[config.mk]
export PLATFORM = sky130hd
export DESIGN_NAME = dual_sensor_sun_tracker_core
export DESIGN_NICKNAME = d
export VERILOG_FILES = /design/src/design/dsst_pkg.sv /design/src/design/dual_sensor_sun_tracker_core.sv
export SDC_FILE = /design/constraint.sdc
export NUM_CORES = 1
export LEC_CHECK = 0
export BUFFER_PORTS_ARGS = -buffer_cell sky130_fd_sc_hd__buf_2
export CORE_ASPECT_RATIO = 1.4
export CORE_MARGIN = 3
export CORE_UTILIZATION = 30
export DETAILED_ROUTE_END_ITERATION = 16
export GPL_TIMING_DRIVEN = 0
export REMOVE_ABC_BUFFERS = 1
export SYNTH_ARGS = -nofsm -noshare
export SYNTH_HDL_FRONTEND = slang
export SYNTH_SLANG_ARGS = --single-unit
[constraint.sdc]
create_clock -name clk -period 8.8 [get_ports clk]
set_input_delay 0.88 -clock clk [delete_from_list [all_inputs] [get_ports clk]]
set_output_delay 0.88 -clock clk [all_outputs]
set_load 0.03 [all_outputs]
[src/design/dsst_pkg.sv]
`timescale 1ns / 1ps
// Shared types and constants for the dual-sensor sun tracker core.
// No dependencies; imported by the core, its port checker and the test bench.
package dsst_pkg;

    localparam int SENSOR_BITS = 12;
    localparam int TIME_BITS   = 32;
    localparam int PCT_BITS    = 7;
    localparam int CFG_BITS    = 32;
    localparam int CFG_IDX_BITS = 2;

    // input word: light_a, light_b, end_a_clear, end_b_clear, time_ms
    localparam int IN_FIELD_BITS = 2 * SENSOR_BITS + 2 + TIME_BITS;
    localparam int IN_DATA_BITS  = ((IN_FIELD_BITS + 7) / 8) * 8;
    // output word: drive_cw, drive_ccw, motion_status, tracking_active
    localparam int STATUS_BITS    = 3;
    localparam int OUT_FIELD_BITS = 2 + STATUS_BITS + 1;
    localparam int OUT_DATA_BITS  = ((OUT_FIELD_BITS + 7) / 8) * 8;

    localparam int PCT_SCALE = 100;
    localparam int PROD_BITS = SENSOR_BITS + PCT_BITS + 1;

    typedef enum logic [CFG_IDX_BITS-1:0] {
        REG_DARK_THRESHOLD  = 2'd0,
        REG_BALANCE_PERCENT = 2'd1,
        REG_REST_PERIOD_MS  = 2'd2,
        REG_UNUSED          = 2'd3
    } cfg_index_t;

    typedef enum logic [STATUS_BITS-1:0] {
        ST_STOP  = 3'd0,
        ST_CW    = 3'd1,
        ST_CCW   = 3'd2,
        ST_END_A = 3'd3,
        ST_END_B = 3'd4
    } status_t;

    localparam logic [SENSOR_BITS-1:0] DARK_RESET    = '0;
    localparam logic [PCT_BITS-1:0]    BALANCE_RESET = 7'd10;
    localparam logic [PCT_BITS-1:0]    BALANCE_MAX   = 7'd100;
    localparam logic [TIME_BITS-1:0]   REST_RESET    = 32'd60000;

endpackage

[src/design/dual_sensor_sun_tracker_core.sv]
`timescale 1ns / 1ps
// Dual-sensor sun tracker core: input register, one pass of compare logic,
// tracker state registers that double as the result word. Uses dsst_pkg.
//
//  channel | dir | tdata fields, lowest bit first
//  s_axis  | in  | light_a[11:0] light_b[23:12] end_a_clear[24] end_b_clear[25]
//          |     | time_ms[57:26], zero pad to 64
//  m_axis  | out | drive_cw[0] drive_ccw[1] motion_status[4:2] tracking_active[5]
//  cfg     | in  | cfg_wr_en, cfg_index, cfg_wdata; written on any enabled edge
//
// One word per cycle sustained while the output is not stalled; each word passes
// through the input register, then the state/result register, before its
// result word can be taken.
// The tracker state registers are the result register, so a stalled output
// holds the state; the input register can still take one word meanwhile.
// Reset clears the state and loads the register defaults; no clearing pass.
module dual_sensor_sun_tracker_core (
    input  logic                              clk,
    input  logic                              rst_n,
    input  logic                              s_tvalid,
    output logic                              s_tready,
    // light_a, light_b, end_a_clear, end_b_clear, time_ms, zero pad
    input  logic [dsst_pkg::IN_DATA_BITS-1:0] s_tdata,
    output logic                              m_tvalid,
    input  logic                              m_tready,
    // drive_cw, drive_ccw, motion_status, tracking_active, zero pad
    output logic [dsst_pkg::OUT_DATA_BITS-1:0] m_tdata,
    input  logic                              cfg_wr_en,
    input  logic [dsst_pkg::CFG_IDX_BITS-1:0] cfg_index,
    input  logic [dsst_pkg::CFG_BITS-1:0]     cfg_wdata
);
    import dsst_pkg::*;

    localparam int A_LO = 0;
    localparam int B_LO = SENSOR_BITS;
    localparam int EA_BIT = 2 * SENSOR_BITS;
    localparam int EB_BIT = EA_BIT + 1;
    localparam int T_LO = EB_BIT + 1;

    // configuration
    logic [SENSOR_BITS-1:0] dark_reg;
    logic [PCT_BITS-1:0]    balance_reg;
    logic [TIME_BITS-1:0]   rest_reg;

    // input register
    logic                   in_valid_reg;
    logic [SENSOR_BITS-1:0] light_a_reg;
    logic [SENSOR_BITS-1:0] light_b_reg;
    logic                   end_a_reg;
    logic                   end_b_reg;
    logic [TIME_BITS-1:0]   time_reg;

    // tracker state / result
    logic                   out_valid_reg;
    logic                   tracking_reg, tracking_next;
    logic [TIME_BITS-1:0]   last_stop_reg, last_stop_next;
    logic                   cw_reg, cw_next;
    logic                   ccw_reg, ccw_next;
    status_t                status_reg, status_next;

    logic                   advance;
    logic                   in_take;
    logic [SENSOR_BITS:0]   sum;
    logic [SENSOR_BITS-1:0] avg;
    logic [SENSOR_BITS-1:0] diff;
    logic [PROD_BITS-1:0]   allowed_x100;
    logic [PROD_BITS-1:0]   diff_x100;
    logic                   balanced;
    logic                   too_dark;
    logic [TIME_BITS-1:0]   elapsed;
    logic                   run;

    assign advance  = in_valid_reg && (!out_valid_reg || m_tready);
    assign s_tready = !in_valid_reg || advance;
    assign in_take  = s_tvalid && s_tready;

    always_ff @(posedge clk or negedge rst_n)
    begin
        if (!rst_n)
        begin
            dark_reg    <= DARK_RESET;
            balance_reg <= BALANCE_RESET;
            rest_reg    <= REST_RESET;
        end
        else if (cfg_wr_en)
        begin
            unique case (cfg_index_t'(cfg_index))
                REG_DARK_THRESHOLD:
                    dark_reg <= cfg_wdata[SENSOR_BITS-1:0];
                REG_BALANCE_PERCENT:
                    if (cfg_wdata[PCT_BITS-1:0] <= BALANCE_MAX)
                        balance_reg <= cfg_wdata[PCT_BITS-1:0];
                REG_REST_PERIOD_MS:
                    if (cfg_wdata[TIME_BITS-1:0] != '0)
                        rest_reg <= cfg_wdata[TIME_BITS-1:0];
                default: ;
            endcase
        end
    end

    always_ff @(posedge clk or negedge rst_n)
    begin
        if (!rst_n)
            in_valid_reg <= 1'b0;
        else if (s_tready)
            in_valid_reg <= s_tvalid;
    end

    always_ff @(posedge clk)
    begin
        if (in_take)
        begin
            light_a_reg <= s_tdata[A_LO +: SENSOR_BITS];
            light_b_reg <= s_tdata[B_LO +: SENSOR_BITS];
            end_a_reg   <= s_tdata[EA_BIT];
            end_b_reg   <= s_tdata[EB_BIT];
            time_reg    <= s_tdata[T_LO +: TIME_BITS];
        end
    end

    // diff < floor(avg * pct / 100)  <=>  100 * (diff + 1) <= avg * pct
    always_comb
    begin
        sum  = {1'b0, light_a_reg} + {1'b0, light_b_reg};
        avg  = sum[SENSOR_BITS:1];
        diff = (light_a_reg > light_b_reg) ? (light_a_reg - light_b_reg)
                                           : (light_b_reg - light_a_reg);
        allowed_x100 = PROD_BITS'(avg) * PROD_BITS'(balance_reg);
        diff_x100    = PROD_BITS'(diff) * PROD_BITS'(PCT_SCALE)
                     + PROD_BITS'(PCT_SCALE);
        balanced = diff_x100 <= allowed_x100;
        too_dark = (light_a_reg < dark_reg) && (light_b_reg < dark_reg);
        elapsed  = time_reg - last_stop_reg;
        run      = tracking_reg || (elapsed > rest_reg);

        tracking_next  = run;
        last_stop_next = last_stop_reg;
        cw_next        = cw_reg;
        ccw_next       = ccw_reg;
        status_next    = status_reg;
        if (run)
        begin
            if (balanced || too_dark)
            begin
                tracking_next  = 1'b0;
                cw_next        = 1'b0;
                ccw_next       = 1'b0;
                status_next    = ST_STOP;
                last_stop_next = time_reg;
            end
            else if ((light_a_reg > light_b_reg) && end_a_reg)
            begin
                cw_next     = 1'b1;
                ccw_next    = 1'b0;
                status_next = ST_CW;
            end
            else if ((light_a_reg < light_b_reg) && end_b_reg)
            begin
                cw_next     = 1'b0;
                ccw_next    = 1'b1;
                status_next = ST_CCW;
            end
            // end B wins when both switches are pressed
            if (!end_a_reg)
                status_next = ST_END_A;
            if (!end_b_reg)
                status_next = ST_END_B;
        end
    end

    always_ff @(posedge clk or negedge rst_n)
    begin
        if (!rst_n)
        begin
            out_valid_reg <= 1'b0;
            tracking_reg  <= 1'b0;
            last_stop_reg <= '0;
            cw_reg        <= 1'b0;
            ccw_reg       <= 1'b0;
            status_reg    <= ST_STOP;
        end
        else
        begin
            if (advance)
            begin
                out_valid_reg <= 1'b1;
                tracking_reg  <= tracking_next;
                last_stop_reg <= last_stop_next;
                cw_reg        <= cw_next;
                ccw_reg       <= ccw_next;
                status_reg    <= status_next;
            end
            else if (m_tready)
                out_valid_reg <= 1'b0;
        end
    end

    assign m_tvalid = out_valid_reg;
    assign m_tdata  = OUT_DATA_BITS'({tracking_reg, status_reg, ccw_reg, cw_reg});

endmodule

==> Word level (Yosys, flattened, before mapping) <==
Index checks and enable logic that the tools add are counted.
W data, S select, Z words.
{ "word_totals": {"register_bits": 149, "in_bits": 103, "out_inout_bits": 10, "wordCells": 69} }
{ "classes": {"add_sub_neg": 5, "n_mul": 2, "magnitude_cmp": 7, "n_eq_ne": 3, "n_mux": 16, "reduce_logical": 21} }
{ "ops": {"columns": ["op", "n"], "rows": [
  ["$lt A12 B12 Y1", 3],
  ["$gt A32 B32 Y1", 1],
  ["$reduce_bool A32 Y1", 1],
  ["$sub A32 B32 Y32", 1],
  ["$sub A12 B12 Y12", 2],
  ["$add A19 B7 Y20 const B", 1],
  ["$le A20 B19 Y1", 1],
  ["$mul A12 B7 Y19", 1],
  ["$mul A12 B5 Y17 const B", 1],
  ["$mux W3", 5],
  ["$reduce_and A3 Y1", 5],
  ["$add A12 B12 Y13", 1],
  ["$gt A12 B12 Y1", 1],
  ["$mux W12", 1],
  ["$mux W1", 10],
  ["$le A7 B7 Y1 const B", 1],
  ["$logic_and A1 B1 Y1", 5],
  ["$ne A5 B2 Y1 const B", 1],
  ["$logic_or A1 B1 Y1", 4],
  ["$reduce_bool A3 Y1", 1],
  ["$eq A2 B1 Y1 const B", 1],
  ["$eq A2 B2 Y1 const B", 1],
  ["$logic_not A1 Y1", 2],
  ["$logic_not A2 Y1", 1],
  ["other kinds (2)", 2]
]} }

==> Depth between registers and ports, before layout <==
Gate-level depths: netlist (run 1).
{ "depth": {"ltp_word": 9, "depth_mapped": 40, "mapped_depth_nobuf": 37} }

==> Least setup slack after synthesis (run 1) <==
Ideal clock, no wire load.
{ "synth_path": {"path_type": "register to register", "start": "reg light_a_reg[0]", "end": "reg last_stop_reg[0]", "setup_time_ns": 0.127, "arrival_ns": 7.951, "t_required_ns": 8.673, "slack_ns": 0.721, "path_stages_with_launch": 37, "path_buffers": 2, "path_cell_list": "edfxtp_1 > inv_1 > ha_1 > inv_1 > fa_1 > a211oi_2 > o21ai_1 > a211oi_2 > or2_1 > buf_6 > mux2_4 > a221oi_1 > xnor2_1 > ha_1 > ha_1 > inv_1 > fa_1 > inv_1 > ha_1 > or3_1 > o22a_1 > a31o_1 > a21oi_1 > xor2_1 > or2_2 > or3_1 > xor2_1 > ha_1 > nand3_1 > or4_1 > o21ai_0 > o22ai_1 > nor2_1 > a21oi_2 > and2_1 > buf_2 > mux2_1"} }
{ "synth_between": {"elab_chain_len": 7, "word_cells_on_any_way": 13, "classes_between": "add/sub: 4; mul: 2; order compare: 3; mux: 1; reduce/logical: 3"} }
{ "synth_lines": {"columns": ["element", "line", "source"], "rows": [
  ["from (decl)", "dual_sensor_sun_tracker_core.sv:47", "logic [SENSOR_BITS-1:0] light_a_reg;"],
  ["from (signal assigned)", "dual_sensor_sun_tracker_core.sv:113", "light_a_reg <= s_tdata[A_LO +: SENSOR_BITS];"],
  ["$sub A12 B12 Y12 (tied with other cells)", "dual_sensor_sun_tracker_core.sv:127", ": (light_b_reg - light_a_reg);"],
  ["$mux W12", "dual_sensor_sun_tracker_core.sv:126", "diff = (light_a_reg > light_b_reg) ? (light_a_reg - light_b_reg)"],
  ["$mul A12 B5 Y17", "dual_sensor_sun_tracker_core.sv:129", "diff_x100 = PROD_BITS'(diff) * PROD_BITS'(PCT_SCALE)"],
  ["$add A19 B7 Y20", "dual_sensor_sun_tracker_core.sv:130", "+ PROD_BITS'(PCT_SCALE);"],
  ["$le A20 B19 Y1", "dual_sensor_sun_tracker_core.sv:131", "balanced = diff_x100 <= allowed_x100;"],
  ["$logic_or A1 B1 Y1 (*)", "dual_sensor_sun_tracker_core.sv:143", "if (balanced || too_dark)"],
  ["$reduce_and A3 Y1 (no line) (*)", null, null],
  ["to (signal assigned)", "dual_sensor_sun_tracker_core.sv:188", "last_stop_reg <= last_stop_next;"],
  ["to (decl)", "dual_sensor_sun_tracker_core.sv:56", "logic [TIME_BITS-1:0] last_stop_reg, last_stop_next;"]
]} }
Every way passes the cells marked *; elsewhere a longest branch is shown, timed or not.
A chain may end at the register's enable or synchronous reset.

==> Worst setup path after layout (run 1) <==
{ "layout_path": {"start": "reg light_a_reg[5]", "end": "reg status_reg[0]"} }
{ "layout_between": {"elab_chain_len": 9, "word_cells_on_any_way": 21, "classes_between": "add/sub: 4; mul: 2; order compare: 4; eq/ne: 1; mux: 5; reduce/logical: 5"} }
{ "layout_lines": {"columns": ["element", "line", "source"], "rows": [
  ["$sub A12 B12 Y12 (tied with other cells)", "dual_sensor_sun_tracker_core.sv:127", null],
  ["$mux W12", "dual_sensor_sun_tracker_core.sv:126", null],
  ["$mul A12 B5 Y17", "dual_sensor_sun_tracker_core.sv:129", null],
  ["$add A19 B7 Y20", "dual_sensor_sun_tracker_core.sv:130", null],
  ["$le A20 B19 Y1", "dual_sensor_sun_tracker_core.sv:131", null],
  ["$logic_or A1 B1 Y1", "dual_sensor_sun_tracker_core.sv:143", null],
  ["$mux W3", "dual_sensor_sun_tracker_core.sv:143", null],
  ["$mux W3", "dual_sensor_sun_tracker_core.sv:164", "if (!end_a_reg)"],
  ["$mux W3", "dual_sensor_sun_tracker_core.sv:166", "if (!end_b_reg)"],
  ["to (signal assigned)", "dual_sensor_sun_tracker_core.sv:191", "status_reg <= status_next;"],
  ["to (decl)", "dual_sensor_sun_tracker_core.sv:59", "status_t status_reg, status_next;"]
]} }
Several ways; a longest one is shown, not always the timed one.

==> results of run 1 <==
## routing by layer
| metal | up-vias | GRT usage | share of wire |
|---|---|---|---|
| met5 | - | 0 | 0.00035 |
| met4 | 2 | 0.0754 | 0.049 |
| met3 | 79 | 0.0223 | 0.036 |
| met2 | 223 | 0.275 | 0.53 |
| met1 | 5506 | 0.161 | 0.39 |
| li1 | 5455 | - | - |
## logic make-up (layout without fill, tap and decap cells)
family / Yosys count / count (layout)
AOI/OAI and AO/OA: 327 / 327
DFF: 149 / 149
xor gates and xnor gates: 88 / 88
other: 1 / 3
buffers and inverters: 238 / 367
muxes: 47 / 47
adders and majority gates: 275 / 275
and+or+nand+nor: 371 / 372
## cells in the mapped netlist, types with 8 or more instances
| cell | count |
|---|---|
| mux2_2 | 42 |
| nand2_1 | 54 |
| inv_1 | 202 |
| nor2b_1 | 65 |
| nand2b_1 | 33 |
| dfstp_2 | 9 |
| a31oi_1 | 11 |
| a21o_1 | 29 |
| nor2_1 | 55 |
| fa_1 | 60 |
| xnor2_1 | 56 |
| nand4_1 | 16 |
| dfrtp_1 | 82 |
| clkbuf_1 | 19 |
| o21ai_1 | 35 |
| edfxtp_1 | 58 |
| ha_1 | 215 |
| and2_1 | 25 |
| xor2_1 | 31 |
| or3_1 | 10 |
| o21a_1 | 17 |
| o21ai_0 | 66 |
| nor4_1 | 12 |
| nand3_1 | 45 |
| nor3_1 | 23 |
| a2111oi_0 | 8 |
| a21oi_1 | 82 |
| o21bai_1 | 13 |
| buf_4 | 9 |
## layout make-up
type                    count  area, sq um
inverters                 202          758
clock buffers              19          443
diodes                      1         2.50
multi-input cells        1111         9730
repair buffers            133          833
fillers                  4823        30400
well taps                 624          781
flip-flops and latches    149         4030
clock inverters            13          100
## path summary, 6_finish.rpt
path | startpoint | end | cells after the start
max in group asynchronous | rst_n | rest_reg[5] | 2
min in group clk | last_stop_reg[0] | last_stop_reg[0] | 1
min | rst_n | last_stop_reg[12] | 1
max reg2reg | light_a_reg[5] | status_reg[0] | 35
min reg2reg | last_stop_reg[0] | last_stop_reg[0] | 1
max | light_a_reg[5] | status_reg[0] | 35
## metrics by stage
step	util	worst slack (ns)	hold slack [ns]
after floorplan	-	-0.570	0.462
after global placement	0.327	-2.78	0.478
after detailed placement	0.331	-1.97	0.487
after CTS	0.347	0.0103	0.314
after global routing	0.354	-0.0592	0.332
final	0.355	0.325	0.329
## what timing repair did
| action | CTS | global route |
|---|---|---|
| cloned | 1 | 0 |
| pin swaps | 4 | 14 |
| hold buffers | 0 | 0 |
| endpoints found under the setup margin | 38 | 38 |
| gates resized for setup | 25 | 48 |
| setup buffers | 9 | 15 |
==> results.py, run 1 <==
metrics = {
    "run_status": {
        "status": "finished, final reports clean",
    },
    "floorplanning": {
        "core_area_sq_um": 47000,
        "initial_core_util": 0.304,
        "ioPinCount": 113,
        "dieArea_sq_um": 50300,
        "rows": 94,
        "fp.dieH_um": 264,
        "die_x_um": 190,
    },
    "worst_setup_path": {
        "cp.buffers_inverters": 6,
        "cpPeakStageDelay_ns": 0.56,
        "path_class": "reg2reg",
        "crit_path_max_fanout": 11,
        "slowest_stage": "or4_4",
        "cp_top_family": "compound AO/OA/AOI/OAI gates",
        "critPathArrivalTime_ns": 8.85,
        "start_kind": "flip-flop",
        "cp.required_ns": 9.18,
        "crit_top_cell": "ha_1",
        "cp-end-kind": "flip-flop",
        "regToRegSetupSlack_ns": 0.33,
    },
    "drt": {
        "via_per_inst": 5.00,
        "first_iter_violations": 364,
        "via_count": 11300,
        "dr.pass1.iters": 5,
        "wl_per_cell_um": 16.5,
        "drc_errors": 0,
        "wl_um": 37200,
        "ant_nets": 0,
    },
    "grt": {
        "grt.total_usage": 0.148,
        "antenna_found_initial": 4,
        "grt_overflow": 0,
        "grt_first_pass_wirelength_um": 59100,
        "grt_max_degree": 70,
        "grt_pass1_vias": 11700,
    },
    "yosys": {
        "synth_fa_ha_area_frac": 0.272,
        "post_synth_and_or_nand_nor_area_fraction": 0.141,
        "synth_top_area_frac": 0.188,
        "synth_compound_area_frac": 0.146,
        "seq_area_frac_synth": 0.282,
        "syn_area_per_cell_sq_um": 9.55,
        "synth_xor_area_frac": 0.0545,
        "yosys_warnings": 0,
        "synth_seq_cells": 149,
        "synth_edf_count": 58,
        "ys_async_sr_fraction": 0.611,
        "synth_area_leaders": "ha_1 (19%), dfrtp_1 (14%), edfxtp_1 (12%)",
        "muxShareOfSynthArea": 0.0371,
        "synth.distinct_cells": 76,
        "synth_flop_cell": "dfrtp_1",
        "synthCells": 1496,
        "synth_area_sq_um": 14300,
        "synth_top_area_cell": "ha_1",
        "synth_top_family_by_area": "adder cells",
    },
    "clocking": {
        "clkSlewWorstSetupHoldPaths_ns": 0.07,
        "clock-sinks": 149,
        "cts_tree": "yes",
        "cts-root-buf": "clkbuf_16",
        "htree_num_levels": 4,
        "cts-buffers-inserted": 17,
        "ctsLongestPathBuffers": 2,
        "clock_latency_ns": 0.45,
    },
    "place": {
        "dpl_cell_area_sq_um": 15500,
        "io_buffers": 104,
        "numPlacedInstances": 2194,
        "dp.final_hpwl_um": 29700,
        "place_congestion": 0.848,
    },
    "timing": {
        "tightest_slew_ns": 0.881,
        "max_slew_margin": 0.405,
        "fmax_mhz": 118,
        "fin_skew_ns": 0.0125,
        "fin_crit_sh": 0.963,
        "slew_viol_final": 0,
        "final.min_clock_period_ns": 8.47,
        "setup_tns_ns": 0,
        "setup_viol": 0,
        "final-hold-violation-count": 0,
    },
    "final_layout": {
        "synthToLayoutAreaGrowth_pct": 16.8,
        "final_nets": 1992,
        "drive_gt1_frac": 0.175,
        "design_area_sq_um": 16700,
        "final-instance-count-excl-fill": 2252,
        "layout_commonest_cell": "ha_1",
        "layout_common_cells": "ha_1 (205), inv_1 (201), buf_2 (103)",
    },
    "flow_run": {
        "max_cap_viol_count": 0,
    },
    "worst_hold_path": {
        "hp-class": "in2async",
    },
}
Power of run 1 is not shown: default switching activity piles up to over one toggle a cycle in this logic, so the estimate is an artifact.
==> inputs of run 2 (changes only) <==
Clock period 8.8 ns to 10.25 ns, I/O delays scaled along.
==> results.py, run 2 (synthesis results as in run 1) <==
metrics = {
    "place": {
        "dp.final_hpwl_um": 29700,
        "place_congestion": 0.848,
        "io_buffers": 104,
        "post-place-ws_ns": -0.516,
        "numPlacedInstances": 2194,
    },
    "worst_setup_path": {
        "cp.required_ns": 10.57,
        "regToRegSetupSlack_ns": 0.52,
        "start_kind": "flip-flop",
        "crit_top_cell": "ha_1",
        "path_class": "reg2reg",
        "crit_path_max_fanout": 19,
        "cp-end-kind": "flip-flop",
        "cpPeakStageDelay_ns": 0.53,
        "r2r-start": "light_b_reg[7]",
        "reg2reg_depth": 31,
        "critPathArrivalTime_ns": 10.05,
        "slowest_stage": "ha_1",
        "reg2reg_to": "last_stop_reg[31]",
    },
    "run_status": {
        "status": "finished, final reports clean",
    },
    "clocking": {
        "ctsHoldBuffers": 0,
        "cts-root-buf": "clkbuf_16",
        "clkSlewWorstSetupHoldPaths_ns": 0.07,
        "htree_num_levels": 4,
        "clock_latency_ns": 0.45,
        "ctsLongestPathBuffers": 2,
        "clock-sinks": 149,
        "cts-buffers-inserted": 17,
        "cts_tree": "yes",
        "cts_setup_buffers": 0,
    },
    "timing": {
        "final.min_clock_period_ns": 9.73,
        "hold_ws_ns": 0.473,
        "slew_viol_final": 0,
        "tightest_slew_ns": 0.945,
        "fin_skew_ns": 0.0133,
        "setup_viol": 0,
        "setup_ws_ns": 0.523,
        "rsz0062_at_grt": "false",
        "fin_crit_sh": 0.949,
        "final-hold-violation-count": 0,
        "fmax_mhz": 103,
        "max_slew_margin": 0.365,
    },
    "drt": {
        "wl_per_cell_um": 16.5,
        "wl_um": 36800,
        "drc_errors": 0,
        "via_per_inst": 5.00,
        "via_count": 11100,
        "ant_nets": 0,
        "dr.pass1.iters": 5,
        "first_iter_violations": 376,
    },
    "final_layout": {
        "final_nets": 1968,
        "layout_common_cells": "ha_1 (215), inv_1 (202), buf_2 (103)",
        "final-instance-count-excl-fill": 2229,
        "nFillCells": 4893,
        "layout_commonest_cell": "ha_1",
        "synthToLayoutAreaGrowth_pct": 13.1,
        "fin_util": 0.343,
        "drive_gt1_frac": 0.137,
    },
    "floorplanning": {
        "die_x_um": 190,
        "ioPinCount": 113,
        "initial_core_util": 0.304,
        "fp.dieH_um": 264,
        "core_area_sq_um": 47000,
        "rows": 94,
        "dieArea_sq_um": 50300,
    },
    "grt": {
        "grt.total_usage": 0.145,
        "grt_pass1_vias": 11600,
        "antenna_found_initial": 5,
        "grt_max_degree": 70,
        "grt_first_pass_wirelength_um": 58200,
        "grt_overflow": 0,
    },
    "flow_run": {
        "max_cap_viol_count": 0,
    },
    "worst_hold_path": {
        "hp-class": "in2async",
    },
}
==> run 2: changes by cell type in the layout (fill, tap and decap cells not counted), sizes merged <==
cell,before,now
buf,133,109
diode,1,2
==> run 2: stage by stage <==
step / TNS [ns] / instance area, sq um
2_1_floorplan: 0 / 14100
3_3_place_gp: -36.84 / 15400
3_5_place_dp: -10.17 / 15500
4_1_cts: 0 / 16100
5_1_grt: 0 / 16100
6_report: 0 / 16100
==> run 2: worst max path at each step <==
| stage | startpoint | endpoint | slack [ns] | cells past startpoint |
|---|---|---|---|---|
| 6_report | light_b_reg[7] | last_stop_reg[31] | 0.52 | 31 |
| 5_1_grt | light_a_reg[0] | last_stop_reg[31] | 0.03 | 34 |
| 4_1_cts | light_a_reg[0] | last_stop_reg[31] | 0.18 | 34 |
| 3_5_place_dp | light_a_reg[0] | last_stop_reg[0] | -0.52 | 34 |
| 3_3_place_gp | light_a_reg[0] | last_stop_reg[0] | -1.33 | 34 |
| 2_1_floorplan | light_a_reg[0] | last_stop_reg[0] | 0.88 | 33 |
==> run 2: layout make-up <==
class / instances / area, sq um / share of cell area
Clock inverter: 13 / 100 / 0.00620
Inverter: 202 / 758 / 0.0470
Clock buffer: 19 / 443 / 0.0274
Tap cell: 624 / 781 / 0.0484
Timing Repair Buffer: 109 / 637 / 0.0394
Antenna cell: 2 / 5.00 / 0.000310
Sequential cell: 149 / 4030 / 0.250
Multi-Input combinational cell: 1111 / 9390 / 0.582
==> run 2: routing by layer <==
| layer | vias up | track usage | wire, um | part of all wire |
|---|---|---|---|---|
| li1 | 5407 | - | - | - |
| met1 | 5464 | 0.159 | 14600 | 0.40 |
| met2 | 196 | 0.271 | 19300 | 0.52 |
| met3 | 80 | 0.0220 | 1120 | 0.030 |
| met4 | 2 | 0.0716 | 1830 | 0.050 |
| met5 | - | 0 | 13 | 0.00035 |
==> run 2: critical path, delay by kind of cell (launching register included) <==
family	cells	cell delay (ns)
and+or+nand+nor	11	3.42
buffers and inverters	3	0.22
adders and majority gates	6	2.34
DFF	1	0.48
xor gates and xnor gates	3	0.82
AOI/OAI and AO/OA	6	1.60
muxes	2	0.69
==> run 2: timing repair <==
item,in CTS,in global routing
gates resized for setup,2,7
setup endpoints to repair,33,34
gates cloned,0,1
Power of run 2 is left out for the same reason.
